### config.mk
export PLATFORM = sky130hd
export DESIGN_NAME = quadrature_encoder_cc_counter_flat
export DESIGN_NICKNAME = d
export VERILOG_FILES = /design/src/hdl/qecc_pkg.sv /design/src/hdl/qecc_if.sv /design/src/hdl/quadrature_encoder_cc_counter.sv /design/src/hdl/qecc_ram.sv /design/src/hdl/qecc_decode.sv /design/src/hdl/qecc_sat.sv /design/src/flat_wrapper.sv
export SDC_FILE = /design/constraint.sdc
export NUM_CORES = 1
export LEC_CHECK = 0
export ABC_AREA = 1
export BUFFER_PORTS_ARGS = -buffer_cell sky130_fd_sc_hd__clkbuf_2
export CAP_MARGIN = 5
export CORE_ASPECT_RATIO = 1.1
export CORE_MARGIN = 1
export CORE_UTILIZATION = 30
export CTS_CLUSTER_SIZE = 30
export DETAILED_ROUTE_END_ITERATION = 12
export PLACE_DENSITY = 0.49
export SLEW_MARGIN = 20
export SYNTH_ARGS = -nofsm -noshare
export SYNTH_HDL_FRONTEND = slang
export SYNTH_SLANG_ARGS = --single-unit
### constraint.sdc
create_clock -name clk -period 5.3 [get_ports clk]
set_clock_uncertainty 0.2 [all_clocks]
set_input_delay 0.53 -clock clk [delete_from_list [all_inputs] [get_ports clk]]
set_output_delay 0.53 -clock clk [all_outputs]
set_load 0.005 [all_outputs]
### src/hdl/qecc_pkg.sv
// ----------------------------------------------------------------------------
// Quadrature encoder controller counter package
// Shared codes, limits and the transition classification table.
// ----------------------------------------------------------------------------
`default_nettype none

package qecc_pkg;

	// Classification of one pin-level change.
	typedef enum logic [1:0] {
		TRANS_STOP    = 2'd0,
		TRANS_CW      = 2'd1,
		TRANS_CCW     = 2'd2,
		TRANS_INVALID = 2'd3
	} enc_class_t;

	// Motion codes reported in a result transaction.
	localparam logic [1:0] MOTION_NONE = 2'd0;
	localparam logic [1:0] MOTION_CW   = 2'd1;
	localparam logic [1:0] MOTION_CCW  = 2'd2;

	// Controller value range.
	localparam logic [6:0] VALUE_CEIL  = 7'd127;
	localparam logic [6:0] VALUE_FLOOR = 7'd0;

	// Configuration register indexes.
	localparam logic [1:0] REG_ACTIVE_SCENE = 2'd0;
	localparam logic [1:0] REG_VALUE_MAX    = 2'd1;
	localparam logic [1:0] REG_VALUE_MIN    = 2'd2;

	// Field widths.
	localparam int ENC_W   = 3;
	localparam int LEVEL_W = 2;
	localparam int SCENE_W = 3;
	localparam int VALUE_W = 7;

	// Classify a change from the previous A/B level to the new one.
	function automatic enc_class_t enc_classify(input logic [1:0] prev,
	                                            input logic [1:0] now);
		enc_class_t c;
		c = TRANS_INVALID;
		case (prev)
			2'd0: begin
				if (now == 2'd1) c = TRANS_CW;
				else if (now == 2'd2) c = TRANS_CCW;
			end
			2'd1, 2'd2: begin
				if (now inside {2'd0, 2'd3}) c = TRANS_STOP;
			end
			2'd3: begin
				if (now == 2'd2) c = TRANS_CW;
				else if (now == 2'd1) c = TRANS_CCW;
			end
			default: c = TRANS_INVALID;
		endcase
		return c;
	endfunction

endpackage

`default_nettype wire

### src/hdl/qecc_if.sv
// ----------------------------------------------------------------------------
// Quadrature encoder controller counter channels
// Valid/ready channels for pin-change events and for results.
// ----------------------------------------------------------------------------
`default_nettype none

interface qecc_event_if import qecc_pkg::*; ();
	logic               valid;
	logic               ready;
	logic [ENC_W-1:0]   encoder_index;
	logic [LEVEL_W-1:0] pin_pair;

	modport source(output valid, encoder_index, pin_pair, input ready);
	modport sink(input valid, encoder_index, pin_pair, output ready);
endinterface

interface qecc_result_if import qecc_pkg::*; ();
	logic               valid;
	logic               ready;
	logic [ENC_W-1:0]   encoder_id;
	logic [1:0]         motion;
	logic               activity;
	logic [VALUE_W-1:0] control_value;

	modport source(output valid, encoder_id, motion, activity, control_value,
	               input ready);
	modport sink(input valid, encoder_id, motion, activity, control_value,
	             output ready);
endinterface

`default_nettype wire

### src/hdl/quadrature_encoder_cc_counter.sv
// ----------------------------------------------------------------------------
// Quadrature encoder controller counter
// Pipeline: an accepted event passes the stage one registers, then the result
// register. Throughput: one event per cycle unless results stall, via the value
// RAM read-modify-write, with a bypass for back-to-back events on one entry.
// Reset: registers return to scene 0, limits 127 and 0; encoder levels and the
// per-entry valid bits clear at once, so no clearing pass is needed.
// ----------------------------------------------------------------------------
`default_nettype none

module quadrature_encoder_cc_counter import qecc_pkg::*; #(
	parameter int NUM_ENCODERS = 8,
	parameter int NUM_SCENES   = 8
) (
	input  wire logic               clk,
	input  wire logic               arst_n,
	input  wire logic               cfg_we,
	input  wire logic [1:0]         cfg_index,
	input  wire logic [VALUE_W-1:0] cfg_data,
	qecc_event_if.sink              events,
	qecc_result_if.source           results
);

	localparam int DEPTH = NUM_SCENES * NUM_ENCODERS;
	localparam int AW    = (DEPTH > 1) ? $clog2(DEPTH) : 1;

	// Configuration registers.
	logic [SCENE_W-1:0] active_scene_q;
	logic [VALUE_W-1:0] value_max_q;
	logic [VALUE_W-1:0] value_min_q;

	always_ff @(posedge clk or negedge arst_n) begin
		if (!arst_n) begin
			active_scene_q <= '0;
			value_max_q    <= VALUE_CEIL;
			value_min_q    <= VALUE_FLOOR;
		end else if (cfg_we) begin
			case (cfg_index)
				REG_ACTIVE_SCENE: active_scene_q <= cfg_data[SCENE_W-1:0];
				REG_VALUE_MAX:    value_max_q    <= cfg_data;
				REG_VALUE_MIN:    value_min_q    <= cfg_data;
				default:          ;
			endcase
		end
	end

	// Handshake and pipeline control.
	logic valid_s1;
	logic out_valid_q;
	logic out_free;
	logic adv_s1;
	logic accept;

	assign out_free     = !out_valid_q || results.ready;
	assign adv_s1       = valid_s1 && out_free;
	assign events.ready = !valid_s1 || out_free;
	assign accept       = events.valid && events.ready;

	// Transition decode.
	logic       in_range;
	enc_class_t enc_class;

	qecc_decode #(
		.NUM_ENCODERS(NUM_ENCODERS)
	) u_decode (
		.clk          (clk),
		.arst_n       (arst_n),
		.accept       (accept),
		.encoder_index(events.encoder_index),
		.pin_pair     (events.pin_pair),
		.in_range     (in_range),
		.enc_class    (enc_class)
	);

	// Controller value address: scene-major, one row of encoders per scene.
	logic [AW-1:0] rd_addr;
	logic          scene_ok;

	assign rd_addr  = AW'(active_scene_q) * AW'(NUM_ENCODERS) + AW'(events.encoder_index);
	assign scene_ok = 5'(active_scene_q) < 5'(NUM_SCENES);

	// Stage one registers.
	logic [ENC_W-1:0]   enc_s1;
	enc_class_t         cls_s1;
	logic               in_range_s1;
	logic               scene_ok_s1;
	logic [AW-1:0]      addr_s1;
	logic               vld_s1;
	logic               byp_s1;
	logic [VALUE_W-1:0] byp_data_s1;

	// Write-back signals from stage one.
	logic               wr_en;
	logic [VALUE_W-1:0] wr_data;
	logic [VALUE_W-1:0] rd_data;
	logic [VALUE_W-1:0] cur_value;
	logic [DEPTH-1:0]   ent_vld_q;

	assign wr_en = adv_s1 && in_range_s1 && scene_ok_s1;

	always_ff @(posedge clk or negedge arst_n) begin
		if (!arst_n) begin
			valid_s1 <= 1'b0;
		end else if (accept) begin
			valid_s1 <= 1'b1;
		end else if (adv_s1) begin
			valid_s1 <= 1'b0;
		end
	end

	always_ff @(posedge clk) begin
		if (accept) begin
			enc_s1      <= events.encoder_index;
			cls_s1      <= enc_class;
			in_range_s1 <= in_range;
			scene_ok_s1 <= scene_ok;
			addr_s1     <= rd_addr;
			vld_s1      <= ent_vld_q[rd_addr];
			byp_s1      <= wr_en && (addr_s1 == rd_addr);
			byp_data_s1 <= wr_data;
		end
	end

	// Entries that have never been written read as zero.
	always_ff @(posedge clk or negedge arst_n) begin
		if (!arst_n) begin
			ent_vld_q <= '0;
		end else if (wr_en) begin
			ent_vld_q[addr_s1] <= 1'b1;
		end
	end

	qecc_ram #(
		.WIDTH(VALUE_W),
		.DEPTH(DEPTH),
		.AW   (AW)
	) u_values (
		.clk  (clk),
		.we   (wr_en),
		.waddr(addr_s1),
		.wdata(wr_data),
		.re   (accept),
		.raddr(rd_addr),
		.rdata(rd_data)
	);

	// Current value with bypass of a write made in the same cycle as the read.
	always_comb begin
		if (byp_s1) cur_value = byp_data_s1;
		else if (vld_s1) cur_value = rd_data;
		else cur_value = '0;
	end

	qecc_sat u_sat (
		.enc_class(cls_s1),
		.cur      (cur_value),
		.value_max(value_max_q),
		.value_min(value_min_q),
		.nxt      (wr_data)
	);

	// Result register.
	logic [ENC_W-1:0]   encoder_id_q;
	logic [1:0]         motion_q;
	logic               activity_q;
	logic [VALUE_W-1:0] control_value_q;

	always_ff @(posedge clk or negedge arst_n) begin
		if (!arst_n) begin
			out_valid_q <= 1'b0;
		end else if (out_free) begin
			out_valid_q <= valid_s1;
		end
	end

	always_ff @(posedge clk) begin
		if (adv_s1) begin
			encoder_id_q <= enc_s1;
			motion_q     <= MOTION_NONE;
			activity_q   <= 1'b0;
			if (in_range_s1) begin
				case (cls_s1)
					TRANS_CW: begin
						motion_q   <= MOTION_CW;
						activity_q <= 1'b1;
					end
					TRANS_CCW: begin
						motion_q   <= MOTION_CCW;
						activity_q <= 1'b1;
					end
					TRANS_STOP: activity_q <= 1'b1;
					default:    activity_q <= 1'b0;
				endcase
			end
			control_value_q <= (in_range_s1 && scene_ok_s1) ? wr_data : '0;
		end
	end

	assign results.valid         = out_valid_q;
	assign results.encoder_id    = encoder_id_q;
	assign results.motion        = motion_q;
	assign results.activity      = activity_q;
	assign results.control_value = control_value_q;

endmodule

`default_nettype wire

### src/hdl/qecc_ram.sv
// ----------------------------------------------------------------------------
// Generic RAM
// One write port and one read port with registered read data.
// A read at the address being written returns the old contents.
// ----------------------------------------------------------------------------
`default_nettype none

module qecc_ram #(
	parameter int WIDTH = 8,
	parameter int DEPTH = 64,
	parameter int AW    = (DEPTH > 1) ? $clog2(DEPTH) : 1
) (
	input  wire logic             clk,
	input  wire logic             we,
	input  wire logic [AW-1:0]    waddr,
	input  wire logic [WIDTH-1:0] wdata,
	input  wire logic             re,
	input  wire logic [AW-1:0]    raddr,
	output logic      [WIDTH-1:0] rdata
);

	logic [WIDTH-1:0] mem [DEPTH];

	// Storage write and registered read.
	always_ff @(posedge clk) begin
		if (we) mem[waddr] <= wdata;
		if (re) rdata <= mem[raddr];
	end

endmodule

`default_nettype wire

### src/hdl/qecc_decode.sv
// ----------------------------------------------------------------------------
// Encoder transition decoder
// Holds the last A/B level of every encoder and classifies each new level.
// ----------------------------------------------------------------------------
`default_nettype none

module qecc_decode import qecc_pkg::*; #(
	parameter int NUM_ENCODERS = 8
) (
	input  wire logic               clk,
	input  wire logic               arst_n,
	input  wire logic               accept,
	input  wire logic [ENC_W-1:0]   encoder_index,
	input  wire logic [LEVEL_W-1:0] pin_pair,
	output logic                    in_range,
	output enc_class_t              enc_class
);

	localparam int LW = (NUM_ENCODERS > 1) ? $clog2(NUM_ENCODERS) : 1;

	logic [LEVEL_W-1:0] last_q [NUM_ENCODERS];
	logic [3:0]         enc_x;
	logic [LW-1:0]      idx;

	assign enc_x    = 4'(encoder_index);
	assign idx      = enc_x[LW-1:0];
	assign in_range = 5'(encoder_index) < 5'(NUM_ENCODERS);

	// Classify against the stored level of the addressed encoder.
	assign enc_class = enc_classify(last_q[idx], pin_pair);

	// Replace the stored level on every accepted in-range event.
	always_ff @(posedge clk or negedge arst_n) begin
		if (!arst_n) begin
			for (int i = 0; i < NUM_ENCODERS; i++) last_q[i] <= '0;
		end else if (accept && in_range) begin
			last_q[idx] <= pin_pair;
		end
	end

endmodule

`default_nettype wire

### src/hdl/qecc_sat.sv
// ----------------------------------------------------------------------------
// Saturating controller value update
// Steps a controller value up or down by one within the configured limits.
// ----------------------------------------------------------------------------
`default_nettype none

module qecc_sat import qecc_pkg::*; (
	input  wire enc_class_t         enc_class,
	input  wire logic [VALUE_W-1:0] cur,
	input  wire logic [VALUE_W-1:0] value_max,
	input  wire logic [VALUE_W-1:0] value_min,
	output logic      [VALUE_W-1:0] nxt
);

	// Clockwise counts up below the maximum, counter-clockwise down above the minimum.
	always_comb begin
		nxt = cur;
		case (enc_class)
			TRANS_CW:  if (cur < value_max) nxt = cur + VALUE_W'(1);
			TRANS_CCW: if (cur > value_min) nxt = cur - VALUE_W'(1);
			default:   nxt = cur;
		endcase
	end

endmodule

`default_nettype wire
### src/flat_wrapper.sv
// flat-port wrapper written by rule: the top's interface ports become plain ports
module quadrature_encoder_cc_counter_flat import qecc_pkg::*;
#(
	parameter int NUM_ENCODERS = 8,
	parameter int NUM_SCENES   = 8
)
  (clk, arst_n, cfg_we, cfg_index, cfg_data, events_valid, events_encoder_index, events_pin_pair, events_ready, results_valid, results_encoder_id, results_motion, results_activity, results_control_value, results_ready);
  qecc_event_if events_i ();
  qecc_result_if results_i ();
  input  wire logic clk;
  input  wire logic arst_n;
  input  wire logic cfg_we;
  input  wire logic [1:0] cfg_index;
  input  wire logic [VALUE_W-1:0] cfg_data;
  input wire logic [$bits(events_i.valid)-1:0] events_valid;
  input wire logic [$bits(events_i.encoder_index)-1:0] events_encoder_index;
  input wire logic [$bits(events_i.pin_pair)-1:0] events_pin_pair;
  output wire logic [$bits(events_i.ready)-1:0] events_ready;
  output wire logic [$bits(results_i.valid)-1:0] results_valid;
  output wire logic [$bits(results_i.encoder_id)-1:0] results_encoder_id;
  output wire logic [$bits(results_i.motion)-1:0] results_motion;
  output wire logic [$bits(results_i.activity)-1:0] results_activity;
  output wire logic [$bits(results_i.control_value)-1:0] results_control_value;
  input wire logic [$bits(results_i.ready)-1:0] results_ready;
  assign events_i.valid = events_valid;
  assign events_i.encoder_index = events_encoder_index;
  assign events_i.pin_pair = events_pin_pair;
  assign events_ready = events_i.ready;
  assign results_valid = results_i.valid;
  assign results_encoder_id = results_i.encoder_id;
  assign results_motion = results_i.motion;
  assign results_activity = results_i.activity;
  assign results_control_value = results_i.control_value;
  assign results_i.ready = results_ready;
  quadrature_encoder_cc_counter #(.NUM_ENCODERS(NUM_ENCODERS), .NUM_SCENES(NUM_SCENES)) u_core (.clk(clk), .arst_n(arst_n), .cfg_we(cfg_we), .cfg_index(cfg_index), .cfg_data(cfg_data), .events(events_i), .results(results_i));
endmodule
==> reports/metrics.csv, run 1 <==
metric;value;unit
status;completed;
synth-xor-area-share;0.482;%
core_area;77600;um^2
initial_core_util;30.4;%
seq_area_frac_synth;72.1;%
vias_per_cell;4.96;
yosysTopAreaCell;edfxtp_1;
p_sw;3.45;mW
tns;0;ns
synth.distinct_cells;46;
swShare;29.0;%
wl;68500;um
synthesis.area;23600;um^2
synthMuxAreaShare;0;%
layout_commonest_cell;edfxtp_1;
drtPass1Iterations;6;
ir_drop;0.000397;V
row_count;107;
cts_buffer_depth;3;
drc;0;
hpwlAfterDp;42000;um
max_slew_margin;29.6;%
die_y;296;um
grt_max_degree;67;
fillers;7667;
yosys_warnings;0;
avgSynthCellArea;12.2;um^2
synth_top_family_by_area;simple AND/OR/NAND/NOR gates;
dpl.cell_count;2961;
ant_nets;0;
crit_slowest_cell;a21oi_4;
worst_slack;1.40;ns
crit_type;reg -> reg;
cts_tree;built;
cp.buffers_inverters;5;
final_cells;3082;
crit_path_end_kind;flip-flop;
powerDensity;441;nW/um^2
internal_power;8.47;mW
clkLatencyLatePin;0.62;ns
finalHoldViolations;0;
synth_enable_flop_cells;485;
syn_nets;1978;
place_ws;1.48;ns
crit_path_cell_trace;inv_4, nand2_1, nand2_1, inv_1, ha_1, inv_1, nand2_1, nand2_1, nor2_1, nor2_2, nand2_2, nand2_1, nand3_1, nand2_1, inv_1, a21oi_4, buf_4;
grt_overflow;0;
globalRouteTotalUtil;17.1;%
fmax;0.256;GHz
yosys.area_share.simple;13.9;%
die_w;270;um
portBuffers;33;
synth_cells;1942;
die-area;79900;um^2
clkPwrFrac;33.5;%
pin_count;34;
synth.area.top_cells;edfxtp_1 (62%), dfrtp_1 (9.7%), nand2_1 (6.8%);
gp_congestion;0.840;
antenna_found_initial;0;
post-cts-setup-buffers;0;
start_kind;flip-flop;
critPathMaxFanout;25;
hold_class;in -> reg;
cpPeakStageDelay;0.82;ns
hold_buffers;11;
wl_per_cell;22.2;um
seqPwrFrac;49.7;%
grt_pass1_wl;103000;um
min_period_over_period;73.6;%
cp.arrival;4.16;ns
drv_slew;0;
final_cell_mix;edfxtp_1 (485), nand2_1 (431), inv_1 (152);
ys_async_sr_fraction;17.0;%
drive_above_1_share;10.0;%
rsz0062_at_grt;false;
cts_buffers;60;
comb_power_share;16.8;%
clk_pin_slew;0.06;ns
tightest_slew;1.05;ns
synth_compound_area_share;8.23;%
crit_top_cell;nand2_1;
p_leak;9.97;nW
grt_pass1_vias;15451;
vias;15278;
ys_ff_latch;584;
cts_sinks;584;
area.growth.synth_to_final;14.4;%
cap_violations;0;
fin_nets;2035;
cp.required;5.55;ns
min_period;3.90;ns
setup_violations;0;
power.total;11.9;mW
cts_root_buffer;clkbuf_16;
ys.flop_type;edfxtp_1;
drt_iter0_markers;1468;
r2r_slack;1.40;ns
antenna_cells;0;
cts.repair.resized;0;
synthAdderAreaFrac;0.900;%
cts_max_level;2;
crit_family;simple AND/OR/NAND/NOR gates;
netlist.area_leader.share;61.6;%
-- sequential cells by signal (all words and copies together), names as in the netlist --
register and cells:
u_core.u_values.mem 448, u_core.ent_vld_q 64, u_core.u_decode.last_q 16, u_core.byp_data_s1 7, u_core.results.control_value 7, u_core.u_values.rdata 7, u_core.value_max_q 7, u_core.value_min_q 7
u_core.addr_s1 6, u_core.active_scene_q 3, u_core.results.encoder_id 3, u_core.cls_s1 2, u_core.results.motion 2, u_core.byp_s1 1, u_core.results.activity 1, u_core.results.valid 1
u_core.valid_s1 1, u_core.vld_s1 1
-- cells by family after synthesis --
| logic type | count (synthesis) |
|---|---|
| fa+ha+maj | 17 |
| simple gates | 764 |
| xor+xnor | 13 |
| buf+inv | 252 |
| compound gates | 312 |
| flops | 584 |
-- layout make-up --
| type | instances | area [um^2] | area share, % |
|---|---|---|---|
| Tap cell | 1035 | 1290 | 4.79 |
| Inverter | 165 | 624 | 2.31 |
| Clock buffer | 83 | 1650 | 6.10 |
| Timing Repair Buffer | 82 | 613 | 2.27 |
| Sequential cell | 584 | 17100 | 63.1 |
| Clock inverter | 27 | 156 | 0.579 |
| Multi-Input combinational cell | 1106 | 5640 | 20.9 |
-- tightest hold or removal path, stage by stage --
cell and delay (ns):
clkbuf_2 0.07, nand2_1 0.18, nand2_1 0.11
-- path summary, 6_finish.rpt --
check,start,cells after the start,to
min in group asynchronous,arst_n,2,u_core.results.valid
setup / recovery,u_core.byp_s1,17,u_core.u_values.mem[29][5]
setup reg to reg,u_core.byp_s1,17,u_core.u_values.mem[29][5]
hold reg to reg,u_core.ent_vld_q[51],2,u_core.ent_vld_q[51]
hold / removal,events_valid,3,u_core.valid_s1
max in group asynchronous,arst_n,3,u_core.ent_vld_q[40]
-- power groups by stage --
stage | Combinational (mW) | Clock (mW) | Sequential (mW)
4_1_cts | 2.03 | 4.05 | 5.93
6_report | 2.00 | 3.99 | 5.93
3_3_place_gp | 1.99 | 0 | 6.02
2_1_floorplan | 1.03 | 0 | 6.03
3_5_place_dp | 2.02 | 0 | 6.03
5_1_grt | 2.20 | 4.22 | 5.95
-- through the flow --
| stage | area, um^2 | util (%) | hold slack, ns |
|---|---|---|---|
| 2_1_floorplan | 23600 | - | 0.0344 |
| 3_3_place_gp | 25100 | 32.3 | 0.238 |
| 3_5_place_dp | 25100 | 32.3 | 0.245 |
| 4_1_cts | 27000 | 34.8 | 0.110 |
| 5_1_grt | 27000 | 34.8 | 0.134 |
| 6_report | 27000 | 34.8 | 0.120 |
-- Yosys cell counts (all sizes together), types with 10 or more instances --
cell,count
a21oi,73
a22o,34
a22oi,52
and3,11
buf,44
clkbuf,43
dfrtp,92
edfxtp,485
ha,17
inv,164
nand2,439
nand3,123
nand4,46
nor2,123
o21ai,99
o22ai,25
or2,12
xor2,10
-- routing by layer --
layer	global-route usage (%)	wire [um]	part of all wire [%]	vias up
li1	-	-	-	6978
met1	22.4	29700	43	7730
met2	29.7	33700	49	476
met3	2.69	3680	5.4	94
met4	4.16	1350	2.0	0
met5	0	0	0	-
Power figures use the tool's default switching activity.
==> inputs of run 2 (changes only) <==
Clock period 5.3 ns to 3.7 ns, I/O delays scaled along.
==> run 2 against run 1 <==
  * Die area unchanged
  * Power increased by 48%
  * Flip-flop and latch count unchanged
==> reports/metrics.csv, run 2 (same netlist as run 1, synthesis figures left out) <==
metric;value;unit;change
gp_congestion;0.857;;+2.1%
start_kind;flip-flop;;
r2r-start;u_core.byp_s1;;
core_area;77600;um^2;unchanged
cts_tree;built;;
min_period;3.29;ns;-0.613 ns
largest-register;u_core.u_values.mem;;
busiest_layer;met2;;
dpl.cell_count;3035;;+2.5%
die_w;270;um;unchanged
die_y;296;um;unchanged
globalRouteTotalUtil;16.9;%;-0.21 points
fmax;0.304;GHz;+19%
p_leak;10.5;nW;+5.6%
critPathMaxFanout;37;;+48%
cp.required;3.89;ns;-1.66 ns
cts_max_level;2;;unchanged
row_count;107;;unchanged
grt_pass1_vias;15297;;-1.0%
cpPeakStageDelay;0.53;ns;-0.29 ns
crit_type;reg -> reg;;
placed_area;25800;um^2;+2.7%
max_slew_margin;33.5;%;+3.9 points
use_met3;2.67;%;-0.016 points
setup_violations;0;;unchanged
worst_slack;0.412;ns;-0.987 ns
min_period_over_period;88.9;%;+15 points
portBuffers;33;;unchanged
area.growth.synth_to_final;18.5;%;
powerDensity;631;nW/um^2;+43%
grt_max_degree;67;;unchanged
grt_pass1_wl;101000;um;-1.9%
cts_root_buffer;clkbuf_16;;
cts_sinks;584;;unchanged
cp.arrival;3.48;ns;-0.68 ns
ant_nets;0;;unchanged
initial_core_util;30.4;%;unchanged
reg.largest.list;u_core.u_values.mem x448, u_core.ent_vld_q x64, u_core.u_decode.last_q x16;;
final_cells;3164;;+2.7%
ir_drop;0.000357;V;-9.9%
drt_iter0_markers;1487;;+1.3%
grt_overflow;0;;unchanged
crit_path_cell_trace;inv_4, nand2_1, nand2_1, inv_1, ha_1, nand3_1, nor2_1, nand2_1, nand2_2, nand2_2, nand2_1, nand3_1, a21oi_4, buf_4;;
antenna_cells;0;;unchanged
crit_path_end_kind;flip-flop;;
layout_commonest_cell;edfxtp_1;;
whs_path_depth;4;;+1
cts_buffers;61;;+1.7%
use_met2;27.9;%;-1.8 points
rsz0062_at_grt;false;;
final_cell_mix;edfxtp_1 (485), nand2_1 (431), inv_1 (152);;
crit_slowest_cell;edfxtp_1;;
die-area;79900;um^2;unchanged
finalHoldViolations;0;;unchanged
cp.buffers_inverters;3;;-2
drive_above_1_share;13.9;%;+3.8 points
clk_pin_slew;0.07;ns;about the same
wl;67200;um;-1.8%
vias_per_cell;4.82;;-2.9%
vias;15236;;-0.27%
cap_violations;0;;unchanged
cts_buffer_depth;3;;unchanged
crit_family;simple AND/OR/NAND/NOR gates;;
drtPass1Iterations;5;;-1
r2r_slack;0.41;ns;-0.99 ns
pin_count;34;;unchanged
drv_slew;0;;unchanged
grt.met1_usage;22.8;%;+0.44 points
crit_top_cell;nand2_1;;
tightest_slew;0.994;ns;-0.0597 ns
status;completed;;
tns;0;ns;unchanged
clkLatencyLatePin;0.65;ns;+0.03 ns
antenna_found_initial;0;;unchanged
drc;0;;unchanged
fin_util;36.1;%;+1.3 points
largest_register_ffs;448;;unchanged
post-cts-setup-buffers;0;;unchanged
worstHoldEndpoint;u_core.active_scene_q[0];;
hold_class;in -> reg;;
wl_per_cell;21.2;um;-4.4%
place_ws;0.431;ns;-1.05 ns
fin_nets;2113;;+3.8%
r2r-end;u_core.u_values.mem[8][4];;
hp-start;cfg_index[0];;
hpwlAfterDp;42100;um;+0.23%
final_cell_area;28000;um^2;+3.6%
ff2ff_path_depth;14;;-3
[run 2: cell types whose count changed in the layout (fill, tap and decap cells not counted), sizes merged, moves of 3 or more]
| cell | before | now |
|---|---|---|
| clkinv | 25 | 36 |
| bufinv | 1 | 9 |
| buf | 39 | 113 |
| clkbuf | 115 | 99 |
| dlygate4sd3 | 11 | 14 |
[run 2: per-layer routing]
metal  vias up  share of wire (%)
li1       7136                  -
met1      7582                 45
met2       419                 47
met3        99                5.1
met4         0                2.8
met5         -                  0
[run 2: cell type report]
class | instances | area (um^2)
multi-input cells | 1106 | 5640
repair buffers | 159 | 1320
fillers | 7635 | 49600
well taps | 1035 | 1290
flip-flops and latches | 584 | 17100
clock inverters | 48 | 520
inverters | 165 | 624
clock buffers | 67 | 1550
[run 2: worst min-delay path, cell delays in order]
cell and delay, ns:
clkbuf_2 0.09, inv_1 0.05, nand3_1 0.17, o21ai_0 0.11
[run 2: what timing repair did]
action                                 4_1_cts  5_1_grt
hold buffers                                14        0
endpoints found under the hold margin       77        0
resized for setup                            0        0
[run 2: worst max-delay path by stage]
stage,startpoint,endpoint,cells after the start
floorplan,u_core.byp_s1,u_core.byp_data_s1[2],17
global placement,u_core.byp_s1,u_core.u_values.mem[2][4],14
detailed placement,u_core.byp_s1,u_core.u_values.mem[5][4],14
CTS,u_core.byp_s1,u_core.u_values.mem[54][4],14
global route,u_core.byp_s1,u_core.u_values.mem[54][6],17
finish,u_core.byp_s1,u_core.u_values.mem[8][4],14
[run 2: where the power goes]
| part | switching (mW) | internal, mW |
|---|---|---|
| logic | 2.19 | 0.740 |
| clock network | 2.60 | 3.66 |
| registers | 0.145 | 8.33 |
[run 2: through the flow]
| step | hold slack (ns) | power (mW) |
|---|---|---|
| floorplan | -0.126 | 10.1 |
| global placement | 0.239 | 11.5 |
| detailed placement | 0.245 | 11.6 |
| CTS | 0.0118 | 17.9 |
| global route | 0.0773 | 18.4 |
| finish | 0.0254 | 17.7 |
